==> src/rtl/page_anchor_key_cache_core_defines.svh <==
// Assertion helpers shared by the RTL.
`ifndef PAGE_ANCHOR_KEY_CACHE_CORE_DEFINES_SVH
`define PAGE_ANCHOR_KEY_CACHE_CORE_DEFINES_SVH

// Same-cycle implication, disabled during reset.
`define PAKC_ASSERT_NOW(label, clk, rst, ante, cons) \
   label: assert property (@(posedge clk) disable iff (rst) (ante) |-> (cons)) \
      else $error("page anchor key cache: check failed");

// Next-cycle implication, disabled during reset.
`define PAKC_ASSERT_NEXT(label, clk, rst, ante, cons) \
   label: assert property (@(posedge clk) disable iff (rst) (ante) |=> (cons)) \
      else $error("page anchor key cache: check failed");

`endif

==> src/rtl/pakc_pkg.sv <==
package pakc_pkg;

   localparam int ENTRIES_DEF = 16;

   typedef enum logic [1:0] {
      OP_LOOKUP = 2'd0,
      OP_RECORD = 2'd1,
      OP_CLEAR  = 2'd2
   } op_type;

   typedef enum logic [1:0] {
      ST_IDLE,
      ST_SCAN,
      ST_RESP
   } state_type;

   typedef struct packed {
      logic [63:0] store_ids;
      logic [63:0] relation_block;
      logic [1:0]  fork_num;
      logic [63:0] incarnation_high;
      logic [63:0] incarnation_low;
      logic [63:0] lineage_high;
      logic [63:0] lineage_low;
      logic [63:0] ckpt_epoch;
      logic [63:0] image_epoch;
   } key_type;

   localparam int KEY_W = $bits(key_type);

endpackage

==> src/rtl/pakc_key_cmp.sv <==
module pakc_key_cmp (
   input  pakc_pkg::key_type entry_key,
   input  pakc_pkg::key_type probe_key,
   output logic              equal
);

   // Field-wise equality over the whole key; the packed form makes it one wide compare.
   assign equal = (entry_key == probe_key);

endmodule

==> config.mk <==
export PLATFORM = sky130hd
export DESIGN_NAME = pakc_key_cmp
export DESIGN_NICKNAME = d
export VERILOG_FILES = /design/src/rtl/page_anchor_key_cache_core_defines.svh /design/src/rtl/pakc_pkg.sv /design/src/rtl/pakc_key_cmp.sv
export SDC_FILE = /design/constraint.sdc
export NUM_CORES = 1
export LEC_CHECK = 0
export BUFFER_PORTS_ARGS = -buffer_cell sky130_fd_sc_hd__buf_2
export CORE_AREA = 3 3 394 396
export DETAILED_ROUTE_END_ITERATION = 10
export DIE_AREA = 0 0 397 399
export SYNTH_ARGS = -nofsm -noshare
export SYNTH_HDL_FRONTEND = slang
export SYNTH_SLANG_ARGS = --single-unit
==> constraint.sdc <==
create_clock -name vclk -period 2.3
set_clock_uncertainty 0.1 [all_clocks]
set_input_delay 0.23 -clock vclk [all_inputs]
set_output_delay 0.23 -clock vclk [all_outputs]
set_load 0.03 [all_outputs]
==> flow_summary.yaml <==
flow_run:
  maxCapViolations: 0
clocking:
  post-cts-setup-buffers: 0
  holdBufCountCts: 0
drt:
  drt_pass1_iterations: 5
  drtIter0Drc: 1455
  drcViolationCount: 0
  wl_um: 137000
  via_per_inst: 3.22
  vias: 12710
  ant_nets: 0
  wire_per_inst_um: 34.8
power:
  power.leakage_nw: 6.41
  peakVddDrop_uv: 60.8
  finalPower_mw: 2.07
  pwr_density_cell_nw_per_um2: 147
layout:
  area_growth_pct: 148
  fill_cells: 17824
  clockBufferCount: 0
  final_common_cell: "buf_2"
  layout.nets: 2804
  seqCellArea_sq_um: 0
  most-common-layout-cells: "buf_2, xor2_1, nor4_1, xnor2_1, nand4_1"
  seq_cells: 0
  layout.cells.non_filler: 3950
  drive_gt1_frac: 0.606
place:
  placed_cells: 3805
  io_buffers: 1029
  pre_cts_ws_ps: -853
  hpwl_um: 133000
  gp_congestion: 1.23
worst_setup_path:
  crit_slowest_cell: "or4_4"
  crit_top_cell: "buf_4"
  critPathMaxStageDelay_ps: 570
  critical_path_class: "in2out"
  cp.arrival_ps: 2740
  path_depth: 10
  path_max_fanout: 2
  worstSetupStartpointType: "primary input"
  worstPathCellList: "buf_2 -> nor2b_1 -> a2111o_1 -> or4_4 -> nor4_2 -> buf_4 -> nand4_1 -> buf_4 -> nor4_4 -> buf_12"
  worst_setup_path_end_kind: "output port"
  cp.required_ps: 1970
  crit_buf_inv: 4
  critPathLaunch: "probe_key[219]"
  crit_family: "simple AND/OR/NAND/NOR gates"
global_route:
  grt_pass1_wl_um: 156000
  grt_max_degree: 3
  grt_pass1_vias: 10909
  grt_use_total: 0.162
  overflow: 0
  antenna_found_initial: 415
floorplanning:
  ioPinCount: 1029
  start_util: 0.0374
  die_w_um: 397
  die_h_um: 399
  core_sq_um: 152000
  dieArea_sq_um: 158000
  rows: 143
sta:
  worstMarginPinSlew_ps: 715
  timing.final.crit_share: 1.34
  maxSlewHeadroom: 0.522
  setup_viol: 1
  fin_setup_tns_ps: -774
  whs_ps: 1100
  drv_slew: 0
  period_needed_ps: 3070
  worst_slack_ps: -774
  max_freq_ghz: 0.325
  hold_viol_final: 0
  rsz0062_at_grt: "yes"
hold_path:
  hold_path_startpoint: "entry_key[1]"
  hold-path-endpoint: "equal"
  hold_depth: 6
  min_path_type: "in2out"
synth:
  yosys_warnings: 0
  ys_seq_area_frac: 0
  syn_area_per_cell_sq_um: 8.04
  ys_types: 26
  yosys-top-cells-area: "xor2_1, xnor2_1, nor4_1"
  netlist_instances: 707
  synth_area_sq_um: 5690
  syn-num-nets: 1735
  synth_top_area_share: 0.638
  synth_top_area_cell: "xor2_1"
run_status:
  violations: "negative setup slack"
  status: "finished, violations left"
## per-layer routing
metal / GRT usage / vias to the layer above / part of all wire
met2: 0.287 / 1502 / 0.48
met3: 0.119 / 758 / 0.18
met5: 0.0400 / - / 0.010
met1: 0.142 / 5464 / 0.28
met4: 0.0443 / 158 / 0.054
li1: - / 4828 / -
## worst max path at each step
stage | to | slack, ps
global placement | equal | -840
CTS | equal | -810
finish | equal | -770
floorplan | equal | 3
detailed placement | equal | -850
global route | equal | -830
## synth_stat cells (all sizes together)
master and instances:
a2111o 1, a2111oi 2, a221oi 1, a22o 2, a2bb2oi 1, and2b 1
clkinv 1, inv 12, nand2 1, nand2b 4, nand3 1, nand4 49
nor2 2, nor2b 8, nor4 115, o2111a 1, o2111ai 1, o221ai 1
o22ai 3, or3 1, or4 2, xnor2 83, xor2 414
## metrics by stage
step	utilization	cell area, sq um
global route	0.0915	13900
finish	0.0927	14100
detailed placement	0.0902	13700
floorplan	-	5690
global placement	0.0902	13700
CTS	0.0903	13700
## where the power goes
part	internal [mW]	switching, mW	total, mW
clock network	0.00000805	0	0.00000805
registers	0	0	0
logic	1.10	0.974	2.07
total	1.10	0.974	2.07
## cell type report
type | count | area (sq um) | area share
Antenna cell | 146 | 365 | 0.0260
Tap cell | 2030 | 2540 | 0.180
Inverter | 13 | 48.8 | 0.00347
Timing Repair Buffer | 1067 | 5460 | 0.388
Multi-Input combinational cell | 694 | 5660 | 0.402
## cells by family after synthesis
family | share of synthesized area
xor+xnor | 0.766
simple gates | 0.206
compound gates | 0.0198
buf+inv | 0.00858
## repair_timing
item / 4_1_cts / 5_1_grt
endpoints found under the setup margin: 1 / 1
pin swaps: 4 / 2
gates resized for setup: 2 / 2
Power figures use the tool's default switching activity.
